$ cat src/rtl/core/cfsp_pkg.sv
// Shared types and constants of the class file stream parser.
package cfsp_pkg;

    localparam logic [31:0] MAGIC_WORD = 32'hCAFE_BABE;

    // Token kinds
    localparam logic [4:0] KIND_MAGIC       = 5'd0;
    localparam logic [4:0] KIND_MINOR       = 5'd1;
    localparam logic [4:0] KIND_MAJOR       = 5'd2;
    localparam logic [4:0] KIND_POOL_COUNT  = 5'd3;
    localparam logic [4:0] KIND_POOL_TAG    = 5'd4;
    localparam logic [4:0] KIND_POOL_IDX1   = 5'd5;
    localparam logic [4:0] KIND_POOL_IDX2   = 5'd6;
    localparam logic [4:0] KIND_UTF8_LEN    = 5'd7;
    localparam logic [4:0] KIND_UTF8_BYTE   = 5'd8;
    localparam logic [4:0] KIND_ACCESS      = 5'd9;
    localparam logic [4:0] KIND_THIS        = 5'd10;
    localparam logic [4:0] KIND_SUPER       = 5'd11;
    localparam logic [4:0] KIND_IFACES      = 5'd12;
    localparam logic [4:0] KIND_FIELDS      = 5'd13;
    localparam logic [4:0] KIND_METHODS     = 5'd14;
    localparam logic [4:0] KIND_M_ACCESS    = 5'd15;
    localparam logic [4:0] KIND_M_NAME      = 5'd16;
    localparam logic [4:0] KIND_M_DESC      = 5'd17;
    localparam logic [4:0] KIND_ATTR_COUNT  = 5'd18;
    localparam logic [4:0] KIND_ATTR_NAME   = 5'd19;
    localparam logic [4:0] KIND_ATTR_LEN    = 5'd20;
    localparam logic [4:0] KIND_ATTR_BYTE   = 5'd21;
    localparam logic [4:0] KIND_STATUS      = 5'd22;

    // Pool tags
    localparam logic [31:0] TAG_UTF8        = 32'd1;
    localparam logic [31:0] TAG_CLASS       = 32'd7;
    localparam logic [31:0] TAG_METHODREF   = 32'd10;
    localparam logic [31:0] TAG_NAMEANDTYPE = 32'd12;

    // Status codes
    localparam logic [1:0] ST_OK        = 2'd0;
    localparam logic [1:0] ST_TRUNCATED = 2'd1;
    localparam logic [1:0] ST_BAD_MAGIC = 2'd2;
    localparam logic [1:0] ST_NOT_IMPL  = 2'd3;

    typedef struct packed {
        logic [4:0]  kind;
        logic [31:0] value;
        logic [1:0]  status;
        logic        final_flag;
    } t_result;

endpackage

$ cat src/rtl/core/class_file_stream_parser.sv
// Streaming class file parser: byte walker and result queue.
//
// Usage:
//   Input channel (i_in_valid / o_in_ready) carries one byte of a class file
//   per transaction, with i_end_of_file high on the final byte. Output
//   channel (o_out_valid / i_out_ready) carries result transactions: one
//   token per completed field or text/body byte, and one closing status
//   transaction (kind 22, o_final_result high) for the final byte.
//   A byte's results enter the result queue register when it is accepted.
//   Throughput: one byte per cycle unless the queue fills. The parser state
//   updates in a single pass of short logic per byte; results go into a
//   4-entry queue, and a byte is taken whenever the queue has room for two
//   results. A final byte that also completes a field yields two results.
//   Receiver stall: the queue fills and o_in_ready drops; nothing is lost.
//   Reset (i_rst_n low, synchronous): parser back to the magic phase, status
//   ok, queue emptied. After each final byte the parser also returns to
//   that state, ready for the next file.
module class_file_stream_parser (
    input  logic        i_clk,
    input  logic        i_rst_n,
    input  logic        i_in_valid,
    output logic        o_in_ready,
    input  logic [7:0]  i_data_byte,
    input  logic        i_end_of_file,
    output logic        o_out_valid,
    input  logic        i_out_ready,
    output logic [4:0]  o_token_kind,
    output logic [31:0] o_token_value,
    output logic [1:0]  o_parse_status,
    output logic        o_final_result
);

    typedef enum logic [4:0] {
        PH_MAGIC, PH_MINOR, PH_MAJOR, PH_PCOUNT, PH_TAG, PH_CLASSIDX,
        PH_REF1, PH_REF2, PH_ULEN, PH_UBYTE, PH_ACCESS, PH_THIS, PH_SUPER,
        PH_IFACES, PH_FIELDS, PH_METHODS, PH_MACC, PH_MNAME, PH_MDESC,
        PH_MACNT, PH_ANAME, PH_ALEN, PH_ABODY, PH_CACNT, PH_DONE
    } t_phase;

    // Bytes per field in each phase
    function automatic logic [2:0] phase_width(input t_phase ph);
        logic [2:0] w;
        case (ph)
            PH_MAGIC, PH_ALEN:           w = 3'd4;
            PH_TAG, PH_UBYTE, PH_ABODY:  w = 3'd1;
            default:                     w = 3'd2;
        endcase
        return w;
    endfunction

    // Parser state
    t_phase      r_phase,       n_phase;
    logic [3:0]  r_byte_count,  n_byte_count;
    logic [31:0] r_shift,       n_shift;
    logic [15:0] r_pool_left,   n_pool_left;
    logic [15:0] r_methods_left, n_methods_left;
    logic [15:0] r_attrs_left,  n_attrs_left;
    logic [31:0] r_body_left,   n_body_left;
    logic [1:0]  r_status,      n_status;
    logic        r_finished,    n_finished;

    // Result queue
    cfsp_pkg::t_result r_q [4];
    logic [1:0]  r_head, r_tail;
    logic [2:0]  r_count;

    logic              in_acc, out_acc;
    logic              tok, fin;
    cfsp_pkg::t_result tok_res, fin_res;
    logic [31:0]       sh;
    logic [3:0]        cnt;
    logic [31:0]       v;
    logic [15:0]       pool_dec;
    logic [1:0]        fin_st;

    assign in_acc     = i_in_valid && o_in_ready;
    assign o_in_ready = (r_count <= 3'd2);
    assign o_out_valid = (r_count != 3'd0);
    assign out_acc    = o_out_valid && i_out_ready;

    assign o_token_kind   = r_q[r_head].kind;
    assign o_token_value  = r_q[r_head].value;
    assign o_parse_status = r_q[r_head].status;
    assign o_final_result = r_q[r_head].final_flag;

    always_comb begin
        n_phase        = r_phase;
        n_byte_count   = r_byte_count;
        n_shift        = r_shift;
        n_pool_left    = r_pool_left;
        n_methods_left = r_methods_left;
        n_attrs_left   = r_attrs_left;
        n_body_left    = r_body_left;
        n_status       = r_status;
        n_finished     = r_finished;
        tok            = 1'b0;
        fin            = 1'b0;
        tok_res        = '0;
        fin_res        = '0;
        sh             = {r_shift[23:0], i_data_byte};
        cnt            = r_byte_count + 4'd1;
        v              = sh;
        pool_dec       = r_pool_left - 16'd1;
        fin_st         = cfsp_pkg::ST_OK;

        if (in_acc && r_status == cfsp_pkg::ST_OK && !r_finished
                && r_phase != PH_DONE) begin
            if (cnt < {1'b0, phase_width(r_phase)}) begin
                n_shift      = sh;
                n_byte_count = cnt;
            end else begin
                n_shift       = '0;
                n_byte_count  = '0;
                tok           = 1'b1;
                tok_res.value = v;
                case (r_phase)
                    PH_MAGIC: begin
                        tok_res.kind = cfsp_pkg::KIND_MAGIC;
                        // mismatch flag parked in the pool counter
                        n_pool_left  = {15'd0, v != cfsp_pkg::MAGIC_WORD};
                        n_phase      = PH_MINOR;
                    end
                    PH_MINOR: begin
                        tok_res.kind = cfsp_pkg::KIND_MINOR;
                        n_phase      = PH_MAJOR;
                    end
                    PH_MAJOR: begin
                        tok_res.kind = cfsp_pkg::KIND_MAJOR;
                        n_phase      = PH_PCOUNT;
                    end
                    PH_PCOUNT: begin
                        tok_res.kind = cfsp_pkg::KIND_POOL_COUNT;
                        if (r_pool_left != 16'd0) begin
                            n_status = cfsp_pkg::ST_BAD_MAGIC;
                        end else begin
                            n_pool_left = v[15:0] - 16'd1;
                            n_phase = (v[15:0] == 16'd1) ? PH_ACCESS : PH_TAG;
                        end
                    end
                    PH_TAG: begin
                        tok_res.kind = cfsp_pkg::KIND_POOL_TAG;
                        if (v == cfsp_pkg::TAG_UTF8) begin
                            n_phase = PH_ULEN;
                        end else if (v == cfsp_pkg::TAG_CLASS) begin
                            n_phase = PH_CLASSIDX;
                        end else if (v == cfsp_pkg::TAG_METHODREF
                                || v == cfsp_pkg::TAG_NAMEANDTYPE) begin
                            n_phase = PH_REF1;
                        end else begin
                            n_status = cfsp_pkg::ST_TRUNCATED;
                        end
                    end
                    PH_CLASSIDX: begin
                        tok_res.kind = cfsp_pkg::KIND_POOL_IDX1;
                        n_pool_left  = pool_dec;
                        n_phase = (pool_dec == 16'd0) ? PH_ACCESS : PH_TAG;
                    end
                    PH_REF1: begin
                        tok_res.kind = cfsp_pkg::KIND_POOL_IDX1;
                        n_phase      = PH_REF2;
                    end
                    PH_REF2: begin
                        tok_res.kind = cfsp_pkg::KIND_POOL_IDX2;
                        n_pool_left  = pool_dec;
                        n_phase = (pool_dec == 16'd0) ? PH_ACCESS : PH_TAG;
                    end
                    PH_ULEN: begin
                        tok_res.kind = cfsp_pkg::KIND_UTF8_LEN;
                        n_body_left  = v;
                        if (v == 32'd0) begin
                            n_pool_left = pool_dec;
                            n_phase = (pool_dec == 16'd0) ? PH_ACCESS : PH_TAG;
                        end else begin
                            n_phase = PH_UBYTE;
                        end
                    end
                    PH_UBYTE: begin
                        tok_res.kind = cfsp_pkg::KIND_UTF8_BYTE;
                        n_body_left  = r_body_left - 32'd1;
                        if (r_body_left == 32'd1) begin
                            n_pool_left = pool_dec;
                            n_phase = (pool_dec == 16'd0) ? PH_ACCESS : PH_TAG;
                        end
                    end
                    PH_ACCESS: begin
                        tok_res.kind = cfsp_pkg::KIND_ACCESS;
                        n_phase      = PH_THIS;
                    end
                    PH_THIS: begin
                        tok_res.kind = cfsp_pkg::KIND_THIS;
                        n_phase      = PH_SUPER;
                    end
                    PH_SUPER: begin
                        tok_res.kind = cfsp_pkg::KIND_SUPER;
                        n_phase      = PH_IFACES;
                    end
                    PH_IFACES: begin
                        tok_res.kind = cfsp_pkg::KIND_IFACES;
                        if (v != 32'd0) n_status = cfsp_pkg::ST_NOT_IMPL;
                        else            n_phase  = PH_FIELDS;
                    end
                    PH_FIELDS: begin
                        tok_res.kind = cfsp_pkg::KIND_FIELDS;
                        if (v != 32'd0) n_status = cfsp_pkg::ST_NOT_IMPL;
                        else            n_phase  = PH_METHODS;
                    end
                    PH_METHODS: begin
                        tok_res.kind   = cfsp_pkg::KIND_METHODS;
                        n_methods_left = v[15:0];
                        n_phase = (v == 32'd0) ? PH_CACNT : PH_MACC;
                    end
                    PH_MACC: begin
                        tok_res.kind = cfsp_pkg::KIND_M_ACCESS;
                        n_phase      = PH_MNAME;
                    end
                    PH_MNAME: begin
                        tok_res.kind = cfsp_pkg::KIND_M_NAME;
                        n_phase      = PH_MDESC;
                    end
                    PH_MDESC: begin
                        tok_res.kind = cfsp_pkg::KIND_M_DESC;
                        n_phase      = PH_MACNT;
                    end
                    PH_MACNT: begin
                        tok_res.kind = cfsp_pkg::KIND_ATTR_COUNT;
                        n_attrs_left = v[15:0];
                        if (v == 32'd0) begin
                            n_methods_left = r_methods_left - 16'd1;
                            n_phase = (r_methods_left == 16'd1) ? PH_CACNT : PH_MACC;
                        end else begin
                            n_phase = PH_ANAME;
                        end
                    end
                    PH_ANAME: begin
                        tok_res.kind = cfsp_pkg::KIND_ATTR_NAME;
                        n_phase      = PH_ALEN;
                    end
                    PH_ALEN, PH_ABODY: begin
                        if (r_phase == PH_ALEN) begin
                            tok_res.kind = cfsp_pkg::KIND_ATTR_LEN;
                            n_body_left  = v;
                            n_phase      = PH_ABODY;
                        end else begin
                            tok_res.kind = cfsp_pkg::KIND_ATTR_BYTE;
                            n_body_left  = r_body_left - 32'd1;
                        end
                        // attribute complete: step attribute, then method, or finish the file
                        if ((r_phase == PH_ALEN && v == 32'd0)
                                || (r_phase == PH_ABODY && r_body_left == 32'd1)) begin
                            n_attrs_left = r_attrs_left - 16'd1;
                            if (r_attrs_left != 16'd1) begin
                                n_phase = PH_ANAME;
                            end else if (r_methods_left != 16'd0) begin
                                n_methods_left = r_methods_left - 16'd1;
                                n_phase = (r_methods_left == 16'd1) ? PH_CACNT : PH_MACC;
                            end else begin
                                n_finished = 1'b1;
                                n_phase    = PH_DONE;
                            end
                        end
                    end
                    PH_CACNT: begin
                        tok_res.kind = cfsp_pkg::KIND_ATTR_COUNT;
                        n_attrs_left = v[15:0];
                        if (v == 32'd0) begin
                            n_finished = 1'b1;
                            n_phase    = PH_DONE;
                        end else begin
                            n_phase = PH_ANAME;
                        end
                    end
                    default: begin
                        tok = 1'b0;
                    end
                endcase
            end
        end

        tok_res.status     = n_status;
        tok_res.final_flag = 1'b0;

        if (in_acc && i_end_of_file) begin
            fin_st = n_status;
            if (n_status == cfsp_pkg::ST_OK && !n_finished)
                fin_st = cfsp_pkg::ST_TRUNCATED;
            fin                = 1'b1;
            fin_res.kind       = cfsp_pkg::KIND_STATUS;
            fin_res.value      = '0;
            fin_res.status     = fin_st;
            fin_res.final_flag = 1'b1;
            // back to the start state for the next file
            n_phase        = PH_MAGIC;
            n_byte_count   = '0;
            n_shift        = '0;
            n_pool_left    = '0;
            n_methods_left = '0;
            n_attrs_left   = '0;
            n_body_left    = '0;
            n_status       = cfsp_pkg::ST_OK;
            n_finished     = 1'b0;
        end
    end

    always_ff @(posedge i_clk) begin
        if (!i_rst_n) begin
            r_phase        <= PH_MAGIC;
            r_byte_count   <= '0;
            r_shift        <= '0;
            r_pool_left    <= '0;
            r_methods_left <= '0;
            r_attrs_left   <= '0;
            r_body_left    <= '0;
            r_status       <= cfsp_pkg::ST_OK;
            r_finished     <= 1'b0;
            r_head         <= '0;
            r_tail         <= '0;
            r_count        <= '0;
        end else begin
            r_phase        <= n_phase;
            r_byte_count   <= n_byte_count;
            r_shift        <= n_shift;
            r_pool_left    <= n_pool_left;
            r_methods_left <= n_methods_left;
            r_attrs_left   <= n_attrs_left;
            r_body_left    <= n_body_left;
            r_status       <= n_status;
            r_finished     <= n_finished;
            r_head         <= r_head + {1'b0, out_acc};
            r_tail         <= r_tail + {1'b0, tok} + {1'b0, fin};
            r_count        <= r_count + {2'd0, tok} + {2'd0, fin} - {2'd0, out_acc};
            // queue payload only, never cleared
            if (tok) r_q[r_tail] <= tok_res;
            if (fin) r_q[r_tail + {1'b0, tok}] <= fin_res;
        end
    end

    // Assertions
    a_count_bound: assert property (@(posedge i_clk) disable iff (!i_rst_n)
        r_count <= 3'd4)
        else $error("result queue overfilled");

    a_final_shape: assert property (@(posedge i_clk) disable iff (!i_rst_n)
        (o_out_valid && o_final_result) |->
            (o_token_kind == cfsp_pkg::KIND_STATUS && o_token_value == 32'd0))
        else $error("closing result malformed");

    a_eof_restart: assert property (@(posedge i_clk) disable iff (!i_rst_n)
        (in_acc && i_end_of_file) |=>
            (r_phase == PH_MAGIC && r_status == cfsp_pkg::ST_OK && !r_finished))
        else $error("parser not restarted after final byte");

    a_done_flag: assert property (@(posedge i_clk) disable iff (!i_rst_n)
        r_finished == (r_phase == PH_DONE))
        else $error("finished flag out of step with phase");

endmodule
$ cat config.mk
export PLATFORM = sky130hd
export DESIGN_NAME = class_file_stream_parser
export DESIGN_NICKNAME = d
export VERILOG_FILES = /design/src/rtl/core/cfsp_pkg.sv /design/src/rtl/core/class_file_stream_parser.sv
export SDC_FILE = /design/constraint.sdc
export NUM_CORES = 1
export LEC_CHECK = 0
export BUFFER_PORTS_ARGS = -buffer_cell sky130_fd_sc_hd__buf_4
export CORE_ASPECT_RATIO = 0.6
export CORE_MARGIN = 2
export CORE_UTILIZATION = 56
export DETAILED_ROUTE_END_ITERATION = 8
export GPL_TIMING_DRIVEN = 0
export HOLD_SLACK_MARGIN = 0.08
export PLACE_DENSITY = 0.81
export SETUP_SLACK_MARGIN = 0.4
export SLEW_MARGIN = 20
export SYNTH_ARGS = -nofsm -noshare
export SYNTH_HDL_FRONTEND = slang
export SYNTH_SLANG_ARGS = --single-unit
$ cat constraint.sdc
create_clock -name i_clk -period 9.75 [get_ports i_clk]
set_clock_uncertainty 0.05 [all_clocks]
set_input_delay 0 -clock i_clk [delete_from_list [all_inputs] [get_ports i_clk]]
set_output_delay 0 -clock i_clk [all_outputs]
set_load 0.005 [all_outputs]
==> flow_summary.yaml <==
timing:
  max_freq_ghz: 0.171
  setup_viol: 0
  maxSlewViolCount: 0
  min_period_ns: 5.84
  rsz0062_at_grt: "no"
  tns_ns: 0
  worst_pin_slew_ns: 1.23
  slew_headroom_pct: 17.6
  whs_ns: 0.117
  period_share_pct: 59.9
  finalHoldViolCount: 0
drt:
  drt-initial-drc-count: 2833
  wl_per_cell_um: 22.8
  wl_um: 55200
  drc: 8
  num_vias: 16400
  antenna_left: 0
  viasPerCell: 6.76
  first_pass_iters: 9
setup_path:
  end_kind: "flop"
  path_buf_inv: 6
  crit_family: "buffers and inverters"
  crit_path_cell_trace: "clkbuf_1 -> clkbuf_1 -> buf_1 -> buf_1 -> nor2_1 -> nor2_1 -> o32ai_1 -> a21o_1 -> ha_1 -> inv_1 -> a41oi_1 -> a31oi_1 -> nor3b_1 -> nand2_1 -> nor3_1 -> clkbuf_1 -> nand3_1 -> a21oi_1"
  cp_slowest_cell: "nor3_1"
  critPathLaunchType: "flop"
  cp_max_fo: 10
  startpoint: "r_phase[4]"
  critPathKind: "reg -> reg"
  arrival_ns: 6.28
  max_stage_delay_ns: 0.95
  crit_required_ns: 10.19
  crit_top_cell: "clkbuf_1"
  rr_startpoint: "r_phase[4]"
yosys:
  async_flop_share_pct: 0
  synthDistinctLibCells: 76
  syn_inst: 1951
  synth_top_cells_by_area: "dfxtp_1, a21oi_1, nand2_1, mux4_2, nand3_1"
  synth_seq_cells: 283
  yosysTopAreaCellShare_pct: 34.3
  syn_avg_cell_area_um2: 7.76
  synth_top_cell_by_area: "dfxtp_1"
  yosys.cell_count.top_type: "nand2_1"
  synth_ff_type: "dfxtp_1"
  syn_nets: 1988
  yosysWarnings: 0
  netlist_area_um2: 15100
  synth_edf_count: 24
  yosysSeqAreaShare_pct: 39.0
  synth_commonest_cells: "nand2_1, dfxtp_1, a21oi_1"
clock_network:
  clock_path_buffers: 3
  htreeDepth: 1
  hold_buffers: 8
  clk_pin_slew_ns: 0.07
  cts-root-buf: "clkbuf_16"
  clock-sinks: 283
  cts_tree: "yes"
  cts-buffers-inserted: 27
  clock_latency_ns: 0.57
  cts-resized-gates: 0
  postCtsSetupBuffers: 0
floorplan:
  start_util_pct: 57.2
  die_h_um: 131
  rows: 46
  fp.coreArea_um2: 26500
  fp.dieW_um: 216
  io_pins: 55
  die_area_um2: 28400
finish:
  finalNetCount: 2080
  drive_gt1_share_pct: 8.33
  num-fill-cells: 2280
  area_growth_pct: 12.6
run_status:
  violations: "design-rule violations"
  status: "finished with violations"
worst_hold_path:
  holdCritPathClass: "in -> reg"
  hp-start: "i_data_byte[2]"
power:
  max-vdd-ir-drop_v: 0.000145
  total_power_uw: 2820
  power.density_nw_per_um2: 166
  p_leak_uw: 0.00590
placement:
  place.gp.congestion: 1.01
  dp_hpwl_um: 39000
  port_buffers: 54
grt:
  grt_usage_pct: 37.7
  antenna_found_initial: 0
  grt_pass1_vias: 14800
  grt_max_degree: 17
  grt_overflow_total: 0
  grt_pass1_wl_um: 84800
run:
  drv_cap: 0
cell type report:
type | instances | area (um^2) | share of cell area, %
diodes | 1 | 2.50 | 0.0147
plain buffers | 173 | 676 | 3.96
clock buffers | 33 | 771 | 4.52
clock inverters | 17 | 186 | 1.09
inverters | 36 | 135 | 0.793
multi-input cells | 1459 | 8420 | 49.4
flip-flops and latches | 283 | 5910 | 34.6
well taps | 360 | 450 | 2.64
repair buffers | 63 | 495 | 2.91
sequential cells by signal, indices dropped and copies added, names as in the netlist:
register / cells
r_phase: 5
r_byte_count: 4
r_finished: 1
r_q: 160
r_head: 2
r_pool_left: 16
r_count: 3
r_shift: 24
r_methods_left: 16
r_status: 2
r_attrs_left: 16
r_body_left: 32
r_tail: 2
routing by layer:
metal	wire length, um	vias to the layer above	track usage (%)
met4	1660	0	11.0
met5	0	-	0
li1	-	7151	-
met1	22500	7753	56.4
met2	22300	1327	52.2
met3	8780	162	10.9
cell families (layout without fill, tap and decap cells):
logic type	after synthesis	in the layout	synth area share, %
xor+xnor	22	22	1.27
compound gates	509	509	19.6
simple gates	854	854	25.9
mux	50	50	6.70
other cells	0	1	0
buf+inv	209	322	5.36
fa+ha+maj	24	24	2.08
flops	283	283	39.0
where the power goes:
group / internal, uW / switching, uW / total (uW)
registers: 1190 / 25.2 / 1220
clock network: 649 / 508 / 1160
logic: 150 / 296 / 446
total: 1990 / 830 / 2820
layout by cell type (no fill, tap or decap), drive strengths merged, types with 12 or more instances in the layout:
cell	instances
o31ai	15
nand3	164
nor4	22
mux4	41
xnor2	12
nand2b	12
a21oi	243
a211oi	17
a31oi	14
dfxtp	259
nand4	17
buf	77
a22oi	19
ha	22
clkinv	12
inv	36
nand2	297
edfxtp	24
nor2	192
o22ai	12
and2	16
or3	26
clkbuf	183
o21ai	126
nor3	54
final timing paths:
path	endpoint	slack (ns)	cells past startpoint
max	r_q[3][12]	3.91	18
min	r_q[1][5]	0.12	4
max reg2reg	r_q[3][12]	3.91	18
min reg2reg	r_q[3][22]	0.40	2
tightest hold or removal path, delay by kind of cell:
kind / cells / cell delay, ns
buffers and inverters: 2 / 0.45
AO/OA/AOI/OAI: 1 / 0.07
AND/OR/NAND/NOR: 1 / 0.16
metrics by stage:
stage | utilization (%) | cell area [um^2] | cells | worst slack (ns)
6_report | 64.4 | 17000 | 2425 | 3.91
5_1_grt | 64.4 | 17000 | 2424 | 3.66
4_1_cts | 64.3 | 17000 | 2423 | 4.25
3_5_place_dp | 60.4 | 16000 | 2365 | 4.27
3_3_place_gp | 60.4 | 16000 | 2365 | 4.22
2_1_floorplan | - | 15100 | 1951 | 5.53
No activity file was read; power rests on OpenSTA's default activity.
